`src/hw/rtl/cse_pkg.sv`:
```
package cse_pkg;

    // sample and accumulator sizing
    localparam int SAMPLE_BITS = 16;
    localparam int MAX_LEN     = 1024;
    localparam int MAG_W       = SAMPLE_BITS;
    localparam int SQ_W        = 2 * SAMPLE_BITS + $clog2(MAX_LEN);
    localparam int DOT_W       = SQ_W + 1;

    // shared multiplier
    localparam int OP_W    = 32;
    localparam int PROD_W  = 2 * OP_W;
    localparam int SHIFT_W = 6;

    // wide products for the final compare
    localparam int P_W   = 2 * SQ_W;
    localparam int R_W   = 2 * (DOT_W - 1) + 1;
    localparam int ACC_W = R_W + 32;

    // limb splits used by the sequencer
    localparam int P_LIMB = SQ_W / 2;
    localparam int R_LIMB = 22;
    localparam int Q_LIMB = 28;

    // result
    localparam int Q_W   = 16;
    localparam int BIT_W = 4;

    typedef enum logic [3:0] {
        ST_IDLE,
        ST_ELEM,
        ST_ELEM_WAIT,
        ST_ZCHK,
        ST_PMUL,
        ST_PWAIT,
        ST_PSAVE,
        ST_RMUL,
        ST_RWAIT,
        ST_RSAVE,
        ST_BTEST,
        ST_TWAIT,
        ST_QMUL,
        ST_QWAIT,
        ST_QCMP,
        ST_DONE
    } state_t;

    // what to do with a product when it comes out of the multiplier
    typedef enum logic [2:0] {
        MOP_DOT,
        MOP_SQA,
        MOP_SQB,
        MOP_ACC,
        MOP_T2
    } mul_op_t;

    typedef struct packed {
        logic              issue;
        mul_op_t           op;
        logic [SHIFT_W-1:0] shift;
        logic              neg;
        logic [OP_W-1:0]   x;
        logic [OP_W-1:0]   y;
    } mul_cmd_t;

    typedef struct packed {
        logic               valid;
        mul_op_t            op;
        logic [SHIFT_W-1:0] shift;
        logic               neg;
        logic [PROD_W-1:0]  product;
    } mul_res_t;

endpackage

```
`src/hw/rtl/cse_mul.sv`:
```
module cse_mul (
    input  logic              clk,
    input  logic              rst_n,
    input  cse_pkg::mul_cmd_t cmd,
    output cse_pkg::mul_res_t res
);
    import cse_pkg::*;

    logic              valid_reg;
    mul_op_t           op_reg;
    logic [SHIFT_W-1:0] shift_reg;
    logic              neg_reg;
    logic [PROD_W-1:0] product_reg;
    logic [PROD_W-1:0] product_next;

    // one unsigned 32x32 multiply per cycle
    always_comb
    begin
        product_next = product_reg;
        if (cmd.issue)
        begin
            product_next = cmd.x * cmd.y;
        end
    end

    // tag valid travels with the product
    always_ff @(posedge clk or negedge rst_n)
    begin
        if (!rst_n)
        begin
            valid_reg <= 1'b0;
        end
        else
        begin
            valid_reg <= cmd.issue;
        end
    end

    // product and its tag
    always_ff @(posedge clk)
    begin
        product_reg <= product_next;
        if (cmd.issue)
        begin
            op_reg    <= cmd.op;
            shift_reg <= cmd.shift;
            neg_reg   <= cmd.neg;
        end
    end

    assign res.valid   = valid_reg;
    assign res.op      = op_reg;
    assign res.shift   = shift_reg;
    assign res.neg     = neg_reg;
    assign res.product = product_reg;

endmodule

```
`src/hw/rtl/cosine_similarity_engine_top.sv`:
```
// channel | signals                                  | word
// --------+------------------------------------------+-----------------------------------
// in      | in_valid, in_stall, elem_a, elem_b,      | one element pair, last marks the
//         | last_element                             | final pair of both vectors
// out     | out_valid, out_stall, similarity,        | one Q1.15 similarity per vector
//         | zero_input                               | pair, flag for a zero vector
//
// a word not marked last is accepted and then makes three passes through the shared
// 32x32 multiplier (a*b, a*a, b*b); a marked word makes the same passes, then aa*bb
// and dot*dot in limbs, then 16 bit tests (t*t, three limb products, a compare); a zero
// vector ends at the zero check and a full-scale match once the top bit is kept;
// in_stall is high while a word works. reset clears sums and sequencer; a result held
// by out_stall still lets unmarked words in.
module cosine_similarity_engine_top (
    input  logic                                clk,
    input  logic                                rst_n,
    input  logic                                in_valid,
    output logic                                in_stall,
    input  logic signed [cse_pkg::MAG_W-1:0]    elem_a,
    input  logic signed [cse_pkg::MAG_W-1:0]    elem_b,
    input  logic                                last_element,
    output logic                                out_valid,
    input  logic                                out_stall,
    output logic signed [cse_pkg::Q_W-1:0]      similarity,
    output logic                                zero_input
);
    import cse_pkg::*;

    state_t state_reg;
    state_t state_next;
    logic [1:0] step_reg;
    logic [1:0] step_next;

    logic [MAG_W-1:0] a_mag_reg, a_mag_next;
    logic [MAG_W-1:0] b_mag_reg, b_mag_next;
    logic             neg_reg, neg_next;
    logic             last_reg, last_next;
    logic             zero_reg, zero_next;

    logic signed [DOT_W-1:0] dot_sum_reg, dot_sum_next;
    logic [SQ_W-1:0]         a_square_sum_reg, a_square_sum_next;
    logic [SQ_W-1:0]         b_square_sum_reg, b_square_sum_next;

    logic [ACC_W-1:0] acc_reg, acc_next;
    logic [P_W-1:0]   p_reg, p_next;
    logic [R_W-1:0]   r_reg, r_next;
    logic [OP_W-1:0]  t2_reg, t2_next;
    logic [Q_W-1:0]   q_reg, q_next;
    logic [BIT_W-1:0] bit_reg, bit_next;

    logic                    out_valid_reg, out_valid_next;
    logic signed [Q_W-1:0]   similarity_reg, similarity_next;
    logic                    zero_input_reg, zero_input_next;

    mul_cmd_t mul_cmd;
    mul_res_t mul_res;

    logic               in_accept;
    logic               out_free;
    logic [DOT_W-1:0]   dot_mag;
    logic [Q_W-1:0]     cand;
    logic [Q_W-1:0]     t_val;
    logic               fit;
    logic               acc_clear;
    logic               load_out;
    logic [DOT_W+1:0]   dot_ext;
    logic [DOT_W+1:0]   dot_term;
    logic [DOT_W+1:0]   dot_wide;
    logic [SQ_W:0]      sq_wide;
    logic [2*MAG_W-1:0] prod_small;
    logic signed [Q_W-1:0] result_val;

    // shared multiplier
    cse_mul u_mul (
        .clk   (clk),
        .rst_n (rst_n),
        .cmd   (mul_cmd),
        .res   (mul_res)
    );

    // handshake helpers
    assign in_stall  = (state_reg != ST_IDLE);
    assign in_accept = in_valid && !in_stall;
    assign out_free  = !out_valid_reg || !out_stall;

    // magnitude of the dot product, candidate quotient and its odd square root term
    assign dot_mag = dot_sum_reg[DOT_W-1] ? DOT_W'(-dot_sum_reg) : DOT_W'(dot_sum_reg);
    assign cand    = q_reg | (Q_W'(1) << bit_reg);
    assign t_val   = Q_W'({cand, 1'b0} - (Q_W+1)'(1));
    assign fit     = (acc_reg <= {r_reg, 32'b0});

    // signed result from the bit search
    always_comb
    begin
        if (zero_reg)
        begin
            result_val = '0;
        end
        else if (dot_sum_reg[DOT_W-1])
        begin
            result_val = $signed(Q_W'(-q_reg));
        end
        else if (q_reg[Q_W-1])
        begin
            result_val = $signed({1'b0, {(Q_W-1){1'b1}}});
        end
        else
        begin
            result_val = $signed(q_reg);
        end
    end

    // next state
    always_comb
    begin
        state_next = state_reg;
        step_next  = step_reg;
        unique case (state_reg)
            ST_IDLE:
            begin
                step_next = '0;
                if (in_accept)
                begin
                    state_next = ST_ELEM;
                end
            end
            ST_ELEM:
            begin
                step_next = step_reg + 2'd1;
                if (step_reg == 2'd2)
                begin
                    step_next  = '0;
                    state_next = last_reg ? ST_ELEM_WAIT : ST_IDLE;
                end
            end
            ST_ELEM_WAIT:
            begin
                state_next = ST_ZCHK;
            end
            ST_ZCHK:
            begin
                if (a_square_sum_reg == '0 || b_square_sum_reg == '0)
                begin
                    state_next = ST_DONE;
                end
                else
                begin
                    state_next = ST_PMUL;
                end
            end
            ST_PMUL:
            begin
                step_next = step_reg + 2'd1;
                if (step_reg == 2'd3)
                begin
                    step_next  = '0;
                    state_next = ST_PWAIT;
                end
            end
            ST_PWAIT:
            begin
                state_next = ST_PSAVE;
            end
            ST_PSAVE:
            begin
                state_next = ST_RMUL;
            end
            ST_RMUL:
            begin
                step_next = step_reg + 2'd1;
                if (step_reg == 2'd2)
                begin
                    step_next  = '0;
                    state_next = ST_RWAIT;
                end
            end
            ST_RWAIT:
            begin
                state_next = ST_RSAVE;
            end
            ST_RSAVE:
            begin
                state_next = ST_BTEST;
            end
            ST_BTEST:
            begin
                state_next = q_reg[Q_W-1] ? ST_DONE : ST_TWAIT;
            end
            ST_TWAIT:
            begin
                state_next = ST_QMUL;
            end
            ST_QMUL:
            begin
                step_next = step_reg + 2'd1;
                if (step_reg == 2'd2)
                begin
                    step_next  = '0;
                    state_next = ST_QWAIT;
                end
            end
            ST_QWAIT:
            begin
                state_next = ST_QCMP;
            end
            ST_QCMP:
            begin
                state_next = (bit_reg == '0) ? ST_DONE : ST_BTEST;
            end
            ST_DONE:
            begin
                if (out_free)
                begin
                    state_next = ST_IDLE;
                end
            end
            default:
            begin
                state_next = ST_IDLE;
            end
        endcase
    end

    // sequencer outputs: multiplier commands and strobes
    always_comb
    begin
        mul_cmd       = '0;
        mul_cmd.op    = MOP_ACC;
        acc_clear     = 1'b0;
        load_out      = 1'b0;
        unique case (state_reg)
            ST_ELEM:
            begin
                mul_cmd.issue = 1'b1;
                case (step_reg)
                    2'd0:
                    begin
                        mul_cmd.op  = MOP_DOT;
                        mul_cmd.neg = neg_reg;
                        mul_cmd.x   = OP_W'(a_mag_reg);
                        mul_cmd.y   = OP_W'(b_mag_reg);
                    end
                    2'd1:
                    begin
                        mul_cmd.op = MOP_SQA;
                        mul_cmd.x  = OP_W'(a_mag_reg);
                        mul_cmd.y  = OP_W'(a_mag_reg);
                    end
                    default:
                    begin
                        mul_cmd.op = MOP_SQB;
                        mul_cmd.x  = OP_W'(b_mag_reg);
                        mul_cmd.y  = OP_W'(b_mag_reg);
                    end
                endcase
            end
            ST_ZCHK:
            begin
                acc_clear = 1'b1;
            end
            ST_PMUL:
            begin
                // aa * bb from 21-bit limbs
                mul_cmd.issue = 1'b1;
                case (step_reg)
                    2'd0:
                    begin
                        mul_cmd.x     = OP_W'(a_square_sum_reg[P_LIMB-1:0]);
                        mul_cmd.y     = OP_W'(b_square_sum_reg[P_LIMB-1:0]);
                        mul_cmd.shift = '0;
                    end
                    2'd1:
                    begin
                        mul_cmd.x     = OP_W'(a_square_sum_reg[P_LIMB-1:0]);
                        mul_cmd.y     = OP_W'(b_square_sum_reg[SQ_W-1:P_LIMB]);
                        mul_cmd.shift = SHIFT_W'(P_LIMB);
                    end
                    2'd2:
                    begin
                        mul_cmd.x     = OP_W'(a_square_sum_reg[SQ_W-1:P_LIMB]);
                        mul_cmd.y     = OP_W'(b_square_sum_reg[P_LIMB-1:0]);
                        mul_cmd.shift = SHIFT_W'(P_LIMB);
                    end
                    default:
                    begin
                        mul_cmd.x     = OP_W'(a_square_sum_reg[SQ_W-1:P_LIMB]);
                        mul_cmd.y     = OP_W'(b_square_sum_reg[SQ_W-1:P_LIMB]);
                        mul_cmd.shift = SHIFT_W'(2 * P_LIMB);
                    end
                endcase
            end
            ST_PSAVE:
            begin
                acc_clear = 1'b1;
            end
            ST_RMUL:
            begin
                // dot * dot, the cross term counted twice by one more shift
                mul_cmd.issue = 1'b1;
                case (step_reg)
                    2'd0:
                    begin
                        mul_cmd.x     = OP_W'(dot_mag[R_LIMB-1:0]);
                        mul_cmd.y     = OP_W'(dot_mag[R_LIMB-1:0]);
                        mul_cmd.shift = '0;
                    end
                    2'd1:
                    begin
                        mul_cmd.x     = OP_W'(dot_mag[R_LIMB-1:0]);
                        mul_cmd.y     = OP_W'(dot_mag[DOT_W-1:R_LIMB]);
                        mul_cmd.shift = SHIFT_W'(R_LIMB + 1);
                    end
                    default:
                    begin
                        mul_cmd.x     = OP_W'(dot_mag[DOT_W-1:R_LIMB]);
                        mul_cmd.y     = OP_W'(dot_mag[DOT_W-1:R_LIMB]);
                        mul_cmd.shift = SHIFT_W'(2 * R_LIMB);
                    end
                endcase
            end
            ST_BTEST:
            begin
                if (!q_reg[Q_W-1])
                begin
                    mul_cmd.issue = 1'b1;
                    mul_cmd.op    = MOP_T2;
                    mul_cmd.x     = OP_W'(t_val);
                    mul_cmd.y     = OP_W'(t_val);
                end
            end
            ST_TWAIT:
            begin
                acc_clear = 1'b1;
            end
            ST_QMUL:
            begin
                // aa*bb times t*t from 28-bit limbs
                mul_cmd.issue = 1'b1;
                mul_cmd.y     = t2_reg;
                case (step_reg)
                    2'd0:
                    begin
                        mul_cmd.x     = OP_W'(p_reg[Q_LIMB-1:0]);
                        mul_cmd.shift = '0;
                    end
                    2'd1:
                    begin
                        mul_cmd.x     = OP_W'(p_reg[2*Q_LIMB-1:Q_LIMB]);
                        mul_cmd.shift = SHIFT_W'(Q_LIMB);
                    end
                    default:
                    begin
                        mul_cmd.x     = OP_W'(p_reg[P_W-1:2*Q_LIMB]);
                        mul_cmd.shift = SHIFT_W'(2 * Q_LIMB);
                    end
                endcase
            end
            ST_DONE:
            begin
                load_out = out_free;
            end
            default:
            begin
                mul_cmd.issue = 1'b0;
            end
        endcase
    end

    // product consumers and datapath registers
    always_comb
    begin
        a_mag_next        = a_mag_reg;
        b_mag_next        = b_mag_reg;
        neg_next          = neg_reg;
        last_next         = last_reg;
        zero_next         = zero_reg;
        dot_sum_next      = dot_sum_reg;
        a_square_sum_next = a_square_sum_reg;
        b_square_sum_next = b_square_sum_reg;
        acc_next          = acc_reg;
        p_next            = p_reg;
        r_next            = r_reg;
        t2_next           = t2_reg;
        q_next            = q_reg;
        bit_next          = bit_reg;
        out_valid_next    = out_valid_reg;
        similarity_next   = similarity_reg;
        zero_input_next   = zero_input_reg;

        prod_small = mul_res.product[2*MAG_W-1:0];
        dot_ext    = {{2{dot_sum_reg[DOT_W-1]}}, dot_sum_reg};
        dot_term   = mul_res.neg ? (DOT_W+2)'(-{1'b0, prod_small})
                                 : (DOT_W+2)'(prod_small);
        dot_wide   = dot_ext + dot_term;
        sq_wide    = '0;

        // latch the element pair
        if (in_accept)
        begin
            a_mag_next = elem_a[MAG_W-1] ? MAG_W'(-elem_a) : MAG_W'(elem_a);
            b_mag_next = elem_b[MAG_W-1] ? MAG_W'(-elem_b) : MAG_W'(elem_b);
            neg_next   = elem_a[MAG_W-1] ^ elem_b[MAG_W-1];
            last_next  = last_element;
        end

        // consume the product of the previous cycle
        if (mul_res.valid)
        begin
            case (mul_res.op)
                MOP_DOT:
                begin
                    if (dot_wide[DOT_W+1:DOT_W-1] != 3'b000 &&
                        dot_wide[DOT_W+1:DOT_W-1] != 3'b111)
                    begin
                        dot_sum_next = dot_wide[DOT_W+1] ? $signed({1'b1, {(DOT_W-1){1'b0}}})
                                                         : $signed({1'b0, {(DOT_W-1){1'b1}}});
                    end
                    else
                    begin
                        dot_sum_next = $signed(dot_wide[DOT_W-1:0]);
                    end
                end
                MOP_SQA:
                begin
                    sq_wide           = (SQ_W+1)'(a_square_sum_reg) + (SQ_W+1)'(prod_small);
                    a_square_sum_next = sq_wide[SQ_W] ? {SQ_W{1'b1}} : sq_wide[SQ_W-1:0];
                end
                MOP_SQB:
                begin
                    sq_wide           = (SQ_W+1)'(b_square_sum_reg) + (SQ_W+1)'(prod_small);
                    b_square_sum_next = sq_wide[SQ_W] ? {SQ_W{1'b1}} : sq_wide[SQ_W-1:0];
                end
                MOP_ACC:
                begin
                    acc_next = acc_reg + (ACC_W'(mul_res.product) << mul_res.shift);
                end
                MOP_T2:
                begin
                    t2_next = mul_res.product[OP_W-1:0];
                end
                default:
                begin
                    acc_next = acc_reg;
                end
            endcase
        end

        if (acc_clear)
        begin
            acc_next = '0;
        end

        // zero vector check and save of the wide products
        if (state_reg == ST_ZCHK)
        begin
            zero_next = (a_square_sum_reg == '0 || b_square_sum_reg == '0);
        end
        if (state_reg == ST_PSAVE)
        begin
            p_next = acc_reg[P_W-1:0];
        end
        if (state_reg == ST_RSAVE)
        begin
            r_next   = acc_reg[R_W-1:0];
            q_next   = '0;
            bit_next = BIT_W'(Q_W - 1);
        end

        // keep the candidate bit when the scaled square fits
        if (state_reg == ST_QCMP)
        begin
            if (fit)
            begin
                q_next = cand;
            end
            bit_next = bit_reg - BIT_W'(1);
        end

        // output register
        if (out_valid_reg && !out_stall)
        begin
            out_valid_next = 1'b0;
        end
        if (load_out)
        begin
            out_valid_next    = 1'b1;
            similarity_next   = result_val;
            zero_input_next   = zero_reg;
            dot_sum_next      = '0;
            a_square_sum_next = '0;
            b_square_sum_next = '0;
        end
    end

    // control and sum registers
    always_ff @(posedge clk or negedge rst_n)
    begin
        if (!rst_n)
        begin
            state_reg        <= ST_IDLE;
            step_reg         <= '0;
            out_valid_reg    <= 1'b0;
            dot_sum_reg      <= '0;
            a_square_sum_reg <= '0;
            b_square_sum_reg <= '0;
            last_reg         <= 1'b0;
            zero_reg         <= 1'b0;
        end
        else
        begin
            state_reg        <= state_next;
            step_reg         <= step_next;
            out_valid_reg    <= out_valid_next;
            dot_sum_reg      <= dot_sum_next;
            a_square_sum_reg <= a_square_sum_next;
            b_square_sum_reg <= b_square_sum_next;
            last_reg         <= last_next;
            zero_reg         <= zero_next;
        end
    end

    // payload registers
    always_ff @(posedge clk)
    begin
        a_mag_reg      <= a_mag_next;
        b_mag_reg      <= b_mag_next;
        neg_reg        <= neg_next;
        acc_reg        <= acc_next;
        p_reg          <= p_next;
        r_reg          <= r_next;
        t2_reg         <= t2_next;
        q_reg          <= q_next;
        bit_reg        <= bit_next;
        similarity_reg <= similarity_next;
        zero_input_reg <= zero_input_next;
    end

    assign out_valid  = out_valid_reg;
    assign similarity = similarity_reg;
    assign zero_input = zero_input_reg;

endmodule

```
`config.mk`:
```
export PLATFORM = sky130hd
export DESIGN_NAME = cosine_similarity_engine_top
export DESIGN_NICKNAME = d
export VERILOG_FILES = /design/src/hw/rtl/cse_pkg.sv /design/src/hw/rtl/cse_mul.sv /design/src/hw/rtl/cosine_similarity_engine_top.sv
export SDC_FILE = /design/constraint.sdc
export NUM_CORES = 2
export LEC_CHECK = 0
export ABC_AREA = 1
export CELL_PAD_IN_SITES_DETAIL_PLACEMENT = 0
export CELL_PAD_IN_SITES_GLOBAL_PLACEMENT = 1
export CORE_ASPECT_RATIO = 1.75
export CORE_MARGIN = 3
export CORE_UTILIZATION = 49
export CTS_CLUSTER_DIAMETER = 200
export DETAILED_ROUTE_END_ITERATION = 12
export DONT_BUFFER_PORTS = 1
export GPL_TIMING_DRIVEN = 1
export MAX_ROUTING_LAYER = met4
export PLACE_DENSITY_LB_ADDON = 0.25
export RECOVER_POWER = 25
export SYNTH_ARGS = -nofsm -noshare
export SYNTH_HDL_FRONTEND = slang
export SYNTH_HIERARCHICAL = 1
export SYNTH_SLANG_ARGS = --single-unit
export TNS_END_PERCENT = 1
```
`constraint.sdc`:
```
create_clock -name clk -period 9.8 [get_ports clk]
set_input_delay 0.49 -clock clk [delete_from_list [all_inputs] [get_ports clk]]
set_output_delay 0.49 -clock clk [all_outputs]
set_load 0.1 [all_outputs]
```
# Yosys cells after proc, flatten, opt, wreduce, memory -nomap -nowiden
# Index checks and enable logic that the tools add are counted.
# totals
input_bits,37
elab_cells,163
regBits,599
out_inout_bits,19
# op_classes
add_sub_neg,12
eq_ne,29
n_bitwise,2
shift,2
mul,1
n_reduce_logical,34
muxes,56
magnitude_cmp,1
# ops
operator,n
2-to-1 mux 42 bit,8
case mux 64 bit (5 select lines),1
2-to-1 mux 43 bit,6
case mux 53 bit (3 select lines),1
adder 117 bit,1
<= comparator 117 bit,1
<< shifter 64 x 6 -> 117 bit,1
case mux 54 bit (2 select lines),1
case mux 48 bit (2 select lines),1
adder 42 x 32 -> 43 bit,2
logical NOT 42 bit,2
multiplier 32 x 32 -> 64 bit,1
2-to-1 mux 16 bit,4
case mux 4 bit (16 select lines),1
case mux 28 bit (2 select lines),1
2-to-1 mux 48 bit,1
negation 16 bit,3
adder 45 bit,1
2-to-1 mux 15 bit,3
2-to-1 mux 45 bit,1
negation 32 -> 45 bit,1
negation 43 bit,1
2-to-1 mux 4 bit,10
case mux 6 bit (2 select lines),3
other kinds (39),81

# Depth between registers and ports, before layout
# depth
word_depth,9
depth_mapped,45
mapped_depth_nobuf,44

# Hierarchy
# The synthesis kept the hierarchy.
# by_module_without_submodules
module,seq_area_each_um2,cells_per_inst,instances,area_each_um2
cosine_similarity_engine_top,13723.2,8384,1,51396.8
cse_mul,2247.2,5032,1,38343.0

# Worst setup path after synthesis
# No wires, ideal clock.
# synth_path
path_type,reg-to-reg
from,register step_reg[0]
to,register u_mul.product_reg[60] (data pin)
path_stages_with_launch,35
t_required_ns,9.548
setup_slack_ns,1.570
path_buffers,5
period_less_slack_ns,8.230
t_arrival_ns,7.977
path_cell_list,dfrtp_1 -> inv_1 -> clkbuf_1 -> ha_1 -> clkbuf_1 -> clkbuf_1 -> clkbuf_1 -> nand2_1 -> a31oi_1 -> clkbuf_1 -> nand2_1 -> fa_1 -> inv_1 -> fa_1 -> inv_1 -> fa_1 -> inv_1 -> fa_1 -> fa_1 -> fa_1 -> fa_1 -> inv_1 -> fa_1 -> inv_1 -> ha_1 -> nand2_1 -> nand2_1 -> a21oi_1 -> nand2_1 -> nand2_1 -> nand2_1 -> a21oi_1 -> nand2_1 -> nand2_1 -> nand2_1
# synth_rtl
item,line,source
from (decl),cosine_similarity_engine_top.sv:31,logic [1:0] step_reg;
from (signal assigned),cosine_similarity_engine_top.sv:512,step_reg <= step_next;
to (signal assigned),cse_mul.sv:42,product_reg <= product_next;
to (decl),cse_mul.sv:13,logic [PROD_W-1:0] product_reg;

==> out/summary.json <==
{
  "run_status": {
    "outcome": "complete, but fails checks",
    "failed_checks": "negative hold slack, max-capacitance violations, max-slew violations"
  },
  "setup_path": {
    "worst_setup_path_end_kind": "flop",
    "worstSetupStartpointType": "flop",
    "reg2reg_depth": 37,
    "crit_path_max_incr_delay_ns": 0.63,
    "critical_setup_path_class": "reg -> reg",
    "data_arrival_at_the_endpoint_of_the_critical_path_ns": 10.16,
    "r2r-end": "u_mul/product_reg[57]",
    "slack_of_the_worst_reg_to_reg_path_ns": 0.13,
    "cp_slowest_cell": "sky130_fd_sc_hd__xor2_1",
    "required_ns": 10.29,
    "timing.critical_path.fanout_max": 32,
    "critical_path.reg2reg.startpoint": "dot_sum_reg[0]"
  },
  "global_route": {
    "grt_pass1_vias": 92600,
    "initial_antenna_violation_count": 70,
    "globalRouteOverflowTotal": 0,
    "grt_start_max_net_pins": 138,
    "gr-usage-all-layers_pct": 51.7,
    "grt_first_pass_wirelength_um": 665000
  },
  "drt": {
    "drt_first_iter_violations": 11400,
    "drt-wirelength-per-cell_um": 28.9,
    "routed_wl_um": 462000,
    "drt_first_pass_iters": 9,
    "drtAntennaViolNets": 0,
    "detail_route.vias_per_cell": 5.84,
    "vias": 93400,
    "drc": 0
  },
  "sta": {
    "final_total_negative_setup_slack_ns": 0,
    "max_clock_freq_mhz": 103,
    "pins_over_slew_limit": 175,
    "timing.final.setup_violations": 0,
    "grt_setup_unrepaired": "true",
    "worst_pin_slew_ns": 7.73,
    "worst_slew_margin_rel_pct": -415,
    "final-hold-violation-count": 3,
    "finClkSkew_ns": 0.0298,
    "hold-worst-slack_ns": -0.00857,
    "final_min_period_over_clock_period_pct": 98.7,
    "finalCriticalPeriod_ns": 9.67
  },
  "clock_network": {
    "clockRootBuffer": "sky130_fd_sc_hd__clkbuf_16",
    "cts_num_sinks": 599,
    "clkSlewWorstSetupHoldPaths_ns": 0.07,
    "clkLatencyLatePin_ns": 0.74,
    "tritoncts": "built",
    "cts_inserted_buffers": 69,
    "cts.htree.levels": 3,
    "ctsLongestPathBuffers": 3
  },
  "synthesis": {
    "synth_edf_count": 329,
    "post_synth_inst_count": 13400,
    "syn_area_per_cell_um2": 6.69,
    "post_synthesis_share_of_cell_area_spent_on_full_adders_half_adders_and_majority_gates_pct": 28.3,
    "cell_variety_after_synth": 68,
    "synthArstFlopShare_pct": 22.9,
    "synth-seq-cells": 599,
    "synth_compound_gate_area_share_pct": 8.77,
    "synthSimpleGateAreaFrac_pct": 28.2,
    "synth_seq_area_share_pct": 17.8,
    "yosysWarningCount": 6,
    "post_synth_xor_xnor_area_pct": 2.49,
    "synth_top_family_by_area": "adder cells",
    "synth_top_flop_cell": "sky130_fd_sc_hd__edfxtp_1",
    "netlist_area_um2": 89700,
    "multiplexer_share_of_the_synthesized_area_pct": 0.236
  },
  "placement": {
    "dpl.hpwl_um": 363000,
    "gp_routability_congestion": 1.18,
    "post-place-cells": 15700,
    "i_o_buffers": 0
  },
  "final_layout": {
    "final_core_utilization_pct": 53.6,
    "largest_register_ffs": 117,
    "finalNetCount": 15000,
    "areaGrowthSynthToFinish_pct": 8.65,
    "seq_area_um2": 16000,
    "fillers": 18500,
    "finalNonFillerCells": 16000,
    "layout_cell_share_with_drive_strength_beyond_1_pct": 4.91,
    "multi_input_comb_area_um2": 61700
  },
  "floorplanning": {
    "die_width_um": 330,
    "fp.dieArea_um2": 189000,
    "core_region_area_um2": 182000,
    "std_cell_rows": 207,
    "fp.dieH_um": 572,
    "io_pins": 56,
    "start_util_pct": 49.4
  },
  "hold_path": {
    "hold_path_startpoint": "elem_b[8]",
    "whs_path_depth": 1,
    "hold_class": "in -> reg",
    "hold_end": "b_mag_reg[8]"
  },
  "run": {
    "drv_cap": 10
  }
}
-- metal layers --
| layer | part of all wire (%) | track usage (%) |
|---|---|---|
| met1 | 30 | 48.0 |
| met2 | 45 | 78.2 |
| met3 | 10 | 20.8 |
| met4 | 14 | 53.8 |
| met5 | 0 | - |
-- area by class of cell --
cell class,count,area share [%]
Clock buffer,82,1.87
Multi-Input combinational cell,9481,63.3
Sequential cell,599,16.4
Antenna cell,90,0.231
Clock inverter,43,0.516
Inverter,2925,11.3
Timing Repair Buffer,353,3.39
Tap cell,2403,3.08
-- logic make-up after synthesis --
logic type | Yosys count
XOR/XNOR | 255
multiplexers | 21
AO/OA/AOI/OAI | 1436
buffers and inverters | 3355
adder cells (fa/ha/maj) | 1492
flip-flops | 599
AND/OR/NAND/NOR | 6257
other | 1
-- worst max-delay path, delay by kind of cell, from the launching register on --
kind | cells | cell delay (ns)
adders and majority gates | 10 | 4.64
and+or+nand+nor | 17 | 2.41
buffers and inverters | 9 | 1.04
xor gates and xnor gates | 1 | 0.63
DFF | 1 | 0.62
-- layout by cell type, fill, tap and decap left out, types with 34 or more instances in the layout --
cell type                      n
sky130_fd_sc_hd__dfxtp_1     133
sky130_fd_sc_hd__buf_4       244
sky130_fd_sc_hd__clkbuf_16    73
sky130_fd_sc_hd__diode_2      90
sky130_fd_sc_hd__nand4_1     114
sky130_fd_sc_hd__edfxtp_1    329
sky130_fd_sc_hd__nor3_1      120
sky130_fd_sc_hd__buf_12       43
sky130_fd_sc_hd__xnor2_1      67
sky130_fd_sc_hd__clkbuf_1     39
sky130_fd_sc_hd__nor2_2       58
sky130_fd_sc_hd__nand2_1    4173
sky130_fd_sc_hd__nor4_1       56
sky130_fd_sc_hd__inv_1      2888
sky130_fd_sc_hd__ha_1        589
sky130_fd_sc_hd__a31oi_1      53
sky130_fd_sc_hd__nor2_1     1056
sky130_fd_sc_hd__a21oi_1     500
sky130_fd_sc_hd__o21ai_0     624
sky130_fd_sc_hd__fa_1        899
sky130_fd_sc_hd__o21bai_1     66
sky130_fd_sc_hd__xor2_1      187
sky130_fd_sc_hd__nand3_1     540
sky130_fd_sc_hd__nand3_2      34
sky130_fd_sc_hd__dfrtp_1     136
-- cell usage after synthesis, types with 114 or more instances --
cell type	number	area [µm²]
sky130_fd_sc_hd__nand2_1	4178	15700
sky130_fd_sc_hd__inv_1	2892	10900
sky130_fd_sc_hd__nor2_1	1094	4110
sky130_fd_sc_hd__fa_1	900	18000
sky130_fd_sc_hd__o21ai_0	641	3210
sky130_fd_sc_hd__ha_1	592	7410
sky130_fd_sc_hd__nand3_1	560	2800
sky130_fd_sc_hd__a21oi_1	507	2540
sky130_fd_sc_hd__clkbuf_1	343	1290
sky130_fd_sc_hd__edfxtp_1	329	9880
sky130_fd_sc_hd__xor2_1	188	1650
sky130_fd_sc_hd__dfrtp_1	137	3430
sky130_fd_sc_hd__dfxtp_1	133	2660
sky130_fd_sc_hd__nor3_1	121	606
sky130_fd_sc_hd__nand4_1	114	713
-- through the flow --
| stage | instance area (µm²) | setup slack [ns] |
|---|---|---|
| 4_1_cts | 96800 | 0.0959 |
| 3_5_place_dp | 94200 | 0.0285 |
| 5_1_grt | 97500 | -0.0164 |
| 6_report | 97500 | 0.129 |
| 3_3_place_gp | 94200 | 0.112 |
| 2_1_floorplan | 89800 | 1.57 |
-- worst max path at each step --
stage | start | slack [ns] | end | cells past startpoint
final | dot_sum_reg[0] | 0.13 | u_mul/product_reg[57] | 37
after global routing | dot_sum_reg[0] | -0.02 | u_mul/product_reg[57] | 37
after CTS | bit_reg[0] | 0.1 | u_mul/product_reg[60] | 37
after detailed placement | bit_reg[0] | 0.03 | u_mul/product_reg[47] | 33
after global placement | bit_reg[0] | 0.11 | u_mul/product_reg[60] | 37
after floorplan | step_reg[0] | 1.57 | u_mul/product_reg[60] | 34
-- what timing repair did --
action,in CTS,in global routing
gates resized for setup,1,30
endpoints found under the setup margin,1,45
buffers inserted,0,12
hold buffers,16,0
pin swaps,0,1
hold endpoints to repair,149,0
Power is not shown: default switching activity piles up to over one toggle a cycle in this logic, so the estimate is an artifact.
